### src/design/tlev_pkg.sv
// ============================================================================
// tlev_pkg
// Shared types and constants for the TCP loss-emulation verdict block.
// ============================================================================
package tlev_pkg;

    // Field widths fixed by the interface.
    localparam int SEQ_W       = 32;
    localparam int CFG_W       = 16;
    localparam int WINDOW_W    = 17;
    localparam int DROP_OUT_W  = 16;
    localparam int APB_DATA_W  = 32;
    localparam int APB_ADDR_W  = 3;

    // Default counter width.
    localparam int COUNT_WIDTH_DEF = 16;

    // Register reset values.
    localparam logic [CFG_W-1:0] ACCEPT_CAP_RST = 16'd500;
    localparam logic [CFG_W-1:0] DROP_INDEX_RST = 16'd10000;

    // Register selects, taken from address bit 2 (word-aligned map).
    localparam logic REG_ACCEPT_CAP = 1'b0;
    localparam logic REG_DROP_INDEX = 1'b1;

    // Verdict codes.
    localparam logic VERDICT_ACCEPT = 1'b0;
    localparam logic VERDICT_DROP   = 1'b1;

    // One result item.
    typedef struct packed {
        logic                  verdict;
        logic                  probe_done;
        logic [WINDOW_W-1:0]   window_total;
        logic [DROP_OUT_W-1:0] dropped_total;
    } t_result;

endpackage

### src/design/tcp_loss_emulation_verdict.sv
// ============================================================================
// tcp_loss_emulation_verdict
// A result is registered in the output register, or in the skid entry
// while the output is stalled. Throughput: one request per cycle while the
// skid entry is free; the only loop is the counter and compare update in the
// verdict core. A two-entry output stage (result register plus skid) keeps
// input flowing while a result waits. Synchronous active-low reset restores
// the register defaults and clears all probe state and output valids.
// ============================================================================
module tcp_loss_emulation_verdict #(
    parameter int COUNT_WIDTH = tlev_pkg::COUNT_WIDTH_DEF
) (
    input  logic                              i_clk,
    input  logic                              i_rst_n,
    // Configuration port
    input  logic                              psel,
    input  logic                              penable,
    input  logic                              pwrite,
    input  logic [tlev_pkg::APB_ADDR_W-1:0]   paddr,
    input  logic [tlev_pkg::APB_DATA_W-1:0]   pwdata,
    output logic [tlev_pkg::APB_DATA_W-1:0]   prdata,
    output logic                              pready,
    // Input channel
    input  logic                              i_in_valid,
    output logic                              o_in_stall,
    input  logic [tlev_pkg::SEQ_W-1:0]        i_seq_number,
    // Output channel
    output logic                              o_out_valid,
    input  logic                              i_out_stall,
    output logic                              o_verdict,
    output logic                              o_probe_done,
    output logic [tlev_pkg::WINDOW_W-1:0]     o_window_total,
    output logic [tlev_pkg::DROP_OUT_W-1:0]   o_dropped_total
);

    logic [tlev_pkg::CFG_W-1:0] r_accept_cap;
    logic [tlev_pkg::CFG_W-1:0] r_drop_index;
    logic                       cfg_write;
    logic                       in_accept;
    logic                       out_ready;
    tlev_pkg::t_result          core_result;
    tlev_pkg::t_result          r_out;
    tlev_pkg::t_result          r_skid;
    logic                       r_out_valid;
    logic                       r_skid_valid;

    // Configuration registers.
    assign pready    = 1'b1;
    assign cfg_write = psel && penable && pwrite && pready;

    always_ff @(posedge i_clk) begin
        if (!i_rst_n) begin
            r_accept_cap <= tlev_pkg::ACCEPT_CAP_RST;
            r_drop_index <= tlev_pkg::DROP_INDEX_RST;
        end else if (cfg_write) begin
            case (paddr[2])
                tlev_pkg::REG_ACCEPT_CAP: r_accept_cap <= pwdata[tlev_pkg::CFG_W-1:0];
                tlev_pkg::REG_DROP_INDEX: r_drop_index <= pwdata[tlev_pkg::CFG_W-1:0];
                default: ;
            endcase
        end
    end

    // Register read back.
    always_comb begin
        case (paddr[2])
            tlev_pkg::REG_ACCEPT_CAP: prdata = tlev_pkg::APB_DATA_W'(r_accept_cap);
            tlev_pkg::REG_DROP_INDEX: prdata = tlev_pkg::APB_DATA_W'(r_drop_index);
            default:                  prdata = '0;
        endcase
    end

    // Input handshake: stall only while the skid entry is occupied.
    assign o_in_stall = r_skid_valid;
    assign in_accept  = i_in_valid && !r_skid_valid;

    tlev_verdict_core #(
        .COUNT_WIDTH (COUNT_WIDTH)
    ) u_core (
        .i_clk        (i_clk),
        .i_rst_n      (i_rst_n),
        .i_accept     (in_accept),
        .i_seq        (i_seq_number),
        .i_accept_cap (r_accept_cap),
        .i_drop_index (r_drop_index),
        .o_result     (core_result)
    );

    // Output register with a skid entry behind it.
    assign out_ready = !r_out_valid || !i_out_stall;

    always_ff @(posedge i_clk) begin
        if (!i_rst_n) begin
            r_out_valid  <= 1'b0;
            r_skid_valid <= 1'b0;
        end else if (out_ready) begin
            if (r_skid_valid) begin
                r_out        <= r_skid;
                r_out_valid  <= 1'b1;
                r_skid_valid <= 1'b0;
            end else begin
                r_out_valid <= in_accept;
                if (in_accept) begin
                    r_out <= core_result;
                end
            end
        end else if (in_accept) begin
            r_skid       <= core_result;
            r_skid_valid <= 1'b1;
        end
    end

    assign o_out_valid     = r_out_valid;
    assign o_verdict       = r_out.verdict;
    assign o_probe_done    = r_out.probe_done;
    assign o_window_total  = r_out.window_total;
    assign o_dropped_total = r_out.dropped_total;

endmodule

### src/design/tlev_verdict_core.sv
// ============================================================================
// tlev_verdict_core
// Per-packet decision logic and probe state. The verdict and the next state
// are worked out in one pass from the arriving sequence number; the state
// registers update at the edge at which the request is accepted.
// ============================================================================
module tlev_verdict_core #(
    parameter int COUNT_WIDTH = tlev_pkg::COUNT_WIDTH_DEF
) (
    input  logic                         i_clk,
    input  logic                         i_rst_n,
    input  logic                         i_accept,
    input  logic [tlev_pkg::SEQ_W-1:0]   i_seq,
    input  logic [tlev_pkg::CFG_W-1:0]   i_accept_cap,
    input  logic [tlev_pkg::CFG_W-1:0]   i_drop_index,
    output tlev_pkg::t_result            o_result
);

    // Compare width covers both the counters and the 16-bit registers.
    localparam int CMP_W = (COUNT_WIDTH > tlev_pkg::CFG_W) ? COUNT_WIDTH : tlev_pkg::CFG_W;
    // Sum width keeps the carry and reaches the window field width.
    localparam int SUM_W = ((COUNT_WIDTH + 1) > tlev_pkg::WINDOW_W) ?
                           (COUNT_WIDTH + 1) : tlev_pkg::WINDOW_W;
    localparam logic [COUNT_WIDTH-1:0] COUNT_MAX = {COUNT_WIDTH{1'b1}};

    logic [COUNT_WIDTH-1:0]        r_accept_count, n_accept_count;
    logic [COUNT_WIDTH-1:0]        r_drop_count,   n_drop_count;
    logic [tlev_pkg::SEQ_W-1:0]    r_first_seq,    n_first_seq;
    logic                          r_pending,      n_pending;
    logic [tlev_pkg::SEQ_W-1:0]    r_retx_seq,     n_retx_seq;
    logic                          r_done,         n_done;
    logic [tlev_pkg::WINDOW_W-1:0] r_window,       n_window;

    logic                          verdict;
    logic [CMP_W-1:0]              accept_ext;
    logic [CMP_W-1:0]              drop_wide;
    logic [SUM_W-1:0]              window_sum;

    assign accept_ext = CMP_W'(r_accept_count);
    assign drop_wide  = CMP_W'(n_drop_count);
    assign window_sum = SUM_W'(r_accept_count) + SUM_W'(r_drop_count);

    // Decision and next state for the arriving packet.
    always_comb begin
        n_accept_count = r_accept_count;
        n_drop_count   = r_drop_count;
        n_first_seq    = r_first_seq;
        n_pending      = r_pending;
        n_retx_seq     = r_retx_seq;
        n_done         = r_done;
        n_window       = r_window;
        verdict        = tlev_pkg::VERDICT_ACCEPT;

        if (i_seq == r_retx_seq) begin
            // Retransmission of the emulated loss: accepted, nothing changes.
            verdict = tlev_pkg::VERDICT_ACCEPT;
        end else if (accept_ext < CMP_W'(i_accept_cap)) begin
            // Accept phase, with one emulated loss at the configured index.
            if (r_accept_count != COUNT_MAX) begin
                n_accept_count = r_accept_count + 1'b1;
            end
            if (accept_ext == CMP_W'(i_drop_index)) begin
                n_retx_seq = i_seq;
                verdict    = tlev_pkg::VERDICT_DROP;
            end
        end else if (!r_pending && (i_seq == r_first_seq)) begin
            // First drop-phase segment came back: latch the window.
            n_window = window_sum[tlev_pkg::WINDOW_W-1:0];
            n_done   = 1'b1;
            verdict  = tlev_pkg::VERDICT_ACCEPT;
        end else begin
            // Drop phase: capture the first dropped sequence, count drops.
            if (r_pending) begin
                n_pending   = 1'b0;
                n_first_seq = i_seq;
            end
            if (r_drop_count != COUNT_MAX) begin
                n_drop_count = r_drop_count + 1'b1;
            end
            verdict = tlev_pkg::VERDICT_DROP;
        end
    end

    // Probe state, updated once per accepted request.
    always_ff @(posedge i_clk) begin
        if (!i_rst_n) begin
            r_accept_count <= '0;
            r_drop_count   <= '0;
            r_first_seq    <= '0;
            r_pending      <= 1'b1;
            r_retx_seq     <= '0;
            r_done         <= 1'b0;
            r_window       <= '0;
        end else if (i_accept) begin
            r_accept_count <= n_accept_count;
            r_drop_count   <= n_drop_count;
            r_first_seq    <= n_first_seq;
            r_pending      <= n_pending;
            r_retx_seq     <= n_retx_seq;
            r_done         <= n_done;
            r_window       <= n_window;
        end
    end

    // Result fields reflect the state after this packet.
    always_comb begin
        o_result.verdict       = verdict;
        o_result.probe_done    = n_done;
        o_result.window_total  = n_window;
        o_result.dropped_total = drop_wide[tlev_pkg::DROP_OUT_W-1:0];
    end

endmodule

### config.mk
export PLATFORM = sky130hd
export DESIGN_NAME = tcp_loss_emulation_verdict
export DESIGN_NICKNAME = d
export VERILOG_FILES = /design/src/design/tlev_pkg.sv /design/src/design/tcp_loss_emulation_verdict.sv /design/src/design/tlev_verdict_core.sv
export SDC_FILE = /design/constraint.sdc
export NUM_CORES = 1
export LEC_CHECK = 0
export ABC_AREA = 1
export BUFFER_PORTS_ARGS = -buffer_cell sky130_fd_sc_hd__buf_2
export CAP_MARGIN = 20
export CORE_MARGIN = 5
export CORE_UTILIZATION = 40
export DETAILED_ROUTE_END_ITERATION = 7
export REMOVE_ABC_BUFFERS = 1
export SETUP_SLACK_MARGIN = 0.02
export SLEW_MARGIN = 20
export SYNTH_ARGS = -nofsm -noshare
export SYNTH_HDL_FRONTEND = slang
export SYNTH_SLANG_ARGS = --single-unit
### constraint.sdc
create_clock -name i_clk -period 6.58 [get_ports i_clk]
set_clock_uncertainty 0.15 [all_clocks]
set_input_delay 0.987 -clock i_clk [delete_from_list [all_inputs] [get_ports i_clk]]
set_output_delay 0.987 -clock i_clk [all_outputs]
set_load 0.005 [all_outputs]
# Yosys cells after proc, flatten, opt, wreduce, memory -nomap -nowiden
# Cells that the tools add are included.
[word_totals]
regBits = 219
out_inout_bits = 70
[classes]
add_sub_neg = 3
magnitude_cmp = 1
n_eq_ne = 5
n_mux = 18
bitwise = 6
reduce_logical = 19
[op_table]
columns = ["cell", "count"]
rows = [
  ["$mux 35", 2],
  ["$eq 32x32->1", 2],
  ["$mux 16", 4],
  ["$pmux 32 s2", 1],
  ["$mux 17", 3],
  ["$add 16x1->16 const B", 2],
  ["$ne 16x16->1 const B", 2],
  ["$add 16x16->17", 1],
  ["$eq 16x16->1", 1],
  ["$lt 16x16->1", 1],
  ["$reduce_and 4->1", 3],
  ["$mux 1", 8],
  ["$not 1->1", 6],
  ["$reduce_and 3->1", 2],
  ["$reduce_and 5->1", 1],
  ["$logic_and 1x1->1", 4],
  ["$logic_not 1->1", 4],
  ["$reduce_and 2->1", 2],
  ["$reduce_bool 2->1", 1],
  ["$reduce_or 2->1", 1],
  ["$logic_or 1x1->1", 1],
]

# Depth between registers and ports, before layout
[depth]
ltp_word = 7
mapped_depth = 18
depth_no_buf = 18

# By module
# From an unflattened synthesis, not the netlist that was laid out.
[hier_totals]
cells_unflattened = 1631
hier_area_um2 = 12152.9
[by_module_without_submodules]
columns = ["module", "instances", "cells_per_inst", "area_each_um2"]
rows = [
  ["tlev_verdict_core", 1, 1258, 7913.8],
  ["tcp_loss_emulation_verdict", 1, 373, 4239.1],
]

# Worst setup path before layout
# Ideal clock, no wire load.
[synth_timing]
kind = "input-to-reg"
startpoint = "in i_rst_n"
endpoint = "reg r_out, in the netlist o_dropped_total[0] (enable)"
setup_ns = 0.427
arrival_time_ns = 2.896
path_slack_ns = 3.107
path_stages = 3
path_buffers = 1
cell_sequence = "clkbuf_1 o21ai_0 nor2_1"
[synth_via]
elab_chain_len = 1
[synth_lines]
columns = ["element", "line", "text"]
rows = [
  ["from (decl)", "tcp_loss_emulation_verdict.sv:14", "input logic i_rst_n,"],
  ["$reduce_and 3->1 (no line)", "n/a", ""],
  ["to (signal assigned)", "tcp_loss_emulation_verdict.sv:98", "r_out <= r_skid;"],
  ["to (signal assigned)", "tcp_loss_emulation_verdict.sv:104", "r_out <= core_result;"],
  ["to (decl)", "tcp_loss_emulation_verdict.sv:42", "tlev_pkg::t_result r_out;"],
]
# No other way between the ends.
# A chain may end at the register's enable or synchronous reset.

# Final worst setup path
[layout_timing]
startpoint = "reg u_core.r_accept_count[5] (netlist: u_core.accept_ext[5])"
endpoint = "reg u_core.r_first_seq[31] in the netlist's numbering"
[layout_via]
elab_chain_len = 3
[layout_lines]
columns = ["element", "line", "text"]
rows = [
  ["from (decl)", "tlev_verdict_core.sv:26", "logic [COUNT_WIDTH-1:0] r_accept_count, n_accept_count;"],
  ["from (signal assigned)", "tlev_verdict_core.sv:95", "r_accept_count <= n_accept_count;"],
  ["$lt 16x16->1", "tlev_verdict_core.sv:57", "end else if (accept_ext < CMP_W'(i_accept_cap)) begin"],
  ["$not 1->1 (no line)", "n/a", ""],
  ["$reduce_and 5->1 (no line)", "n/a", ""],
  ["to (signal assigned)", "tlev_verdict_core.sv:97", "r_first_seq <= n_first_seq;"],
  ["to (decl)", "tlev_verdict_core.sv:28", "logic [tlev_pkg::SEQ_W-1:0] r_first_seq, n_first_seq;"],
]
# No other way between the ends.

==> flow_summary.json <==
{
  "status": "finished, final reports clean",
  "hold_buffers": 0,
  "vias": 10074,
  "drv_slew": 0,
  "synth_top_area_share": 0.254,
  "rsz0062_at_grt": "false",
  "synth_edf_count": 70,
  "fp.dieH_um": 181,
  "synth-main-ff-cell": "dfxtp_1",
  "relSlewSlack": 0.288,
  "die_width_um": 181,
  "ys_ff_latch": 219,
  "rows": 62,
  "clk_latency_ps": 540,
  "p_per_area_mw_per_mm2": 230,
  "timing.hold.ws_ps": 315,
  "drive_gt1_frac": 0.126,
  "drt_iter0_drc": 723,
  "drt.antenna.violating_nets": 0,
  "yosysUniqueCellTypes": 45,
  "drc": 0,
  "peakVddDrop_v": 0.000150,
  "gp_congestion": 0.844,
  "htreeDepth": 1,
  "cts_sinks": 219,
  "synthArstFlopShare": 0,
  "synth_area_leaders": "dfxtp_1, edfxtp_1, nand2_1",
  "setup_violations": 0,
  "grt_overflow": 0,
  "power.total_mw": 3.08,
  "path_class": "reg -> reg",
  "fin_crit_ps": 3180,
  "final.setup.tns_ps": 0,
  "place_hpwl_um": 19600,
  "start_util": 0.407,
  "p_leak_nw": 5.90,
  "avgRoutedWirePerCell_um": 13.9,
  "synthCells": 1578,
  "grt_max_degree": 65,
  "nNetsFinal": 1767,
  "grt_pass1_wl_um": 47200,
  "crit_arrival_ps": 3500,
  "crit_path_end_kind": "flop",
  "hold_path.class": "reg -> reg",
  "area.growth.synth_to_final_pct": 13.9,
  "synth_common_cells": "nand2_1, nor2_1, dfxtp_1",
  "pre_cts_slack_ps": 2860,
  "num_io_pins": 144,
  "detail_route.vias_per_cell": 4.88,
  "cts_buffers": 26,
  "crit_fanout": 35,
  "fmax_mhz": 314,
  "antenna_found_initial": 5,
  "syn_area_per_cell_um2": 7.43,
  "worst_pin_slew_ps": 1070,
  "fp.dieArea_mm2": 0.0329,
  "finalHoldViolCount": 0,
  "cts_root_buf": "clkbuf_16",
  "syn-cell-area_mm2": 0.0117,
  "required_ps": 6900,
  "setup_ws_ps": 3400,
  "synth_warnings": 0,
  "clockBufferDepth": 3,
  "synth_top_area_cell": "dfxtp_1",
  "fin_util": 0.463,
  "core-area_mm2": 0.0289,
  "synth-seq-area-share": 0.433,
  "grt_pass1_vias": 9442,
  "max-cap-violations": 0,
  "cts.reportedPaths.clkPinSlew_ps": 60,
  "firstDrtPassIters": 5,
  "cts_resized": 0,
  "grt_use_total": 0.170,
  "drt-total-wl_um": 28600,
  "io_buffers": 108,
  "cts_setup_buffers": 0,
  "startpoint_type": "flop",
  "cts_tree": "done",
  "synth.most_common_cell": "nand2_1",
  "fin_crit_sh": 0.483
}
[cells in the final DEF, fill, tap and decap left out, types with 2 or more instances in the layout]
cell / count
a211oi_1: 2
a21oi_1: 108
a31oi_1: 20
buf_2: 108
buf_4: 10
bufinv_16: 2
clkbuf_1: 7
clkbuf_16: 26
clkbuf_8: 4
clkinv_1: 9
clkinv_2: 6
conb_1: 17
dfxtp_1: 149
edfxtp_1: 70
ha_1: 33
inv_1: 137
inv_2: 23
nand2_1: 377
nand2_2: 6
nand2_4: 2
nand3_1: 85
nand3b_1: 4
nand4_1: 12
nor2_1: 175
nor2_2: 4
nor2_4: 6
nor3_1: 46
nor3_2: 2
nor4_1: 3
o21ai_0: 83
o21ai_1: 48
o21bai_1: 5
or2_2: 3
xnor2_1: 39
xor2_1: 33
[layer usage]
metal,GRT usage,wire (um)
met1,0.217,12600
met3,0.0328,1550
met5,0,73
met4,0.0336,497
met2,0.299,13900
[final timing paths]
kind / from / endpoint / slack [ps] / cells after the start
setup / recovery: u_core.accept_ext[5]$_SDFFE_PN0P_ / u_core.r_first_seq[31]$_SDFFE_PN0P_ / 3400 / 12
hold reg to reg: o_out_valid$_SDFFE_PN0P_ / o_in_stall$_SDFFE_PP0P_ / 310 / 2
setup reg to reg: u_core.accept_ext[5]$_SDFFE_PN0P_ / u_core.r_first_seq[31]$_SDFFE_PN0P_ / 3400 / 12
hold / removal: o_out_valid$_SDFFE_PN0P_ / o_in_stall$_SDFFE_PP0P_ / 310 / 2
[registers in the layout, summed over array words and instances (netlist names)]
signal,count
u_core.accept_ext,16
u_core.r_done,1
o_dropped_total,16
u_core.r_drop_count,16
o_in_stall,1
u_core.r_pending,1
u_core.r_retx_seq,32
o_out_valid,1
u_core.r_first_seq,32
r_skid,35
r_accept_cap,16
u_core.r_window,17
r_drop_index,16
o_window_total,17
o_verdict,1
o_probe_done,1
[critical path, cell delays in order (launching register included)]
cell	delay, ps
dfxtp_1	450
ha_1	360
a21oi_1	60
o21a_1	160
nand2_1	110
nand2_2	70
nand2_4	130
nand2_8	110
nor2_8	200
nand2_4	290
nor2_4	760
o21ai_0	160
nor2_1	110
[logic make-up after synthesis]
| kind of cell | count (synthesis) | synth area share |
|---|---|---|
| AO/OA/AOI/OAI | 270 | 0.120 |
| XOR/XNOR | 72 | 0.0538 |
| adder cells (fa/ha/maj) | 34 | 0.0369 |
| buffers and inverters | 251 | 0.0924 |
| flip-flops | 219 | 0.433 |
| other | 2 | 0.000640 |
| AND/OR/NAND/NOR | 730 | 0.263 |
[power by group]
| part | switching [mW] | internal, mW | leakage [nW] |
|---|---|---|---|
| Combinational | 0.138 | 0.0761 | 3.61 |
| Sequential | 0.0194 | 1.42 | 1.86 |
| Clock | 0.570 | 0.853 | 0.422 |
| Total | 0.728 | 2.35 | 5.90 |
[final cells by class]
type / instances / area, um^2
repair buffers: 120 / 658
multi-input cells: 1123 / 5650
diodes: 1 / 2.50
clock inverters: 11 / 119
inverters: 169 / 637
clock buffers: 37 / 732
flip-flops and latches: 219 / 5080
well taps: 384 / 480
fillers: 2967 / 15500
[metrics by stage]
| step | cells | instance area (um^2) |
|---|---|---|
| floorplan | 1511 | 11300 |
| global placement | 2013 | 12500 |
| detailed placement | 2013 | 12500 |
| CTS | 2061 | 13300 |
| global route | 2063 | 13400 |
| finish | 2064 | 13400 |
(Power assumes the default switching activity.)
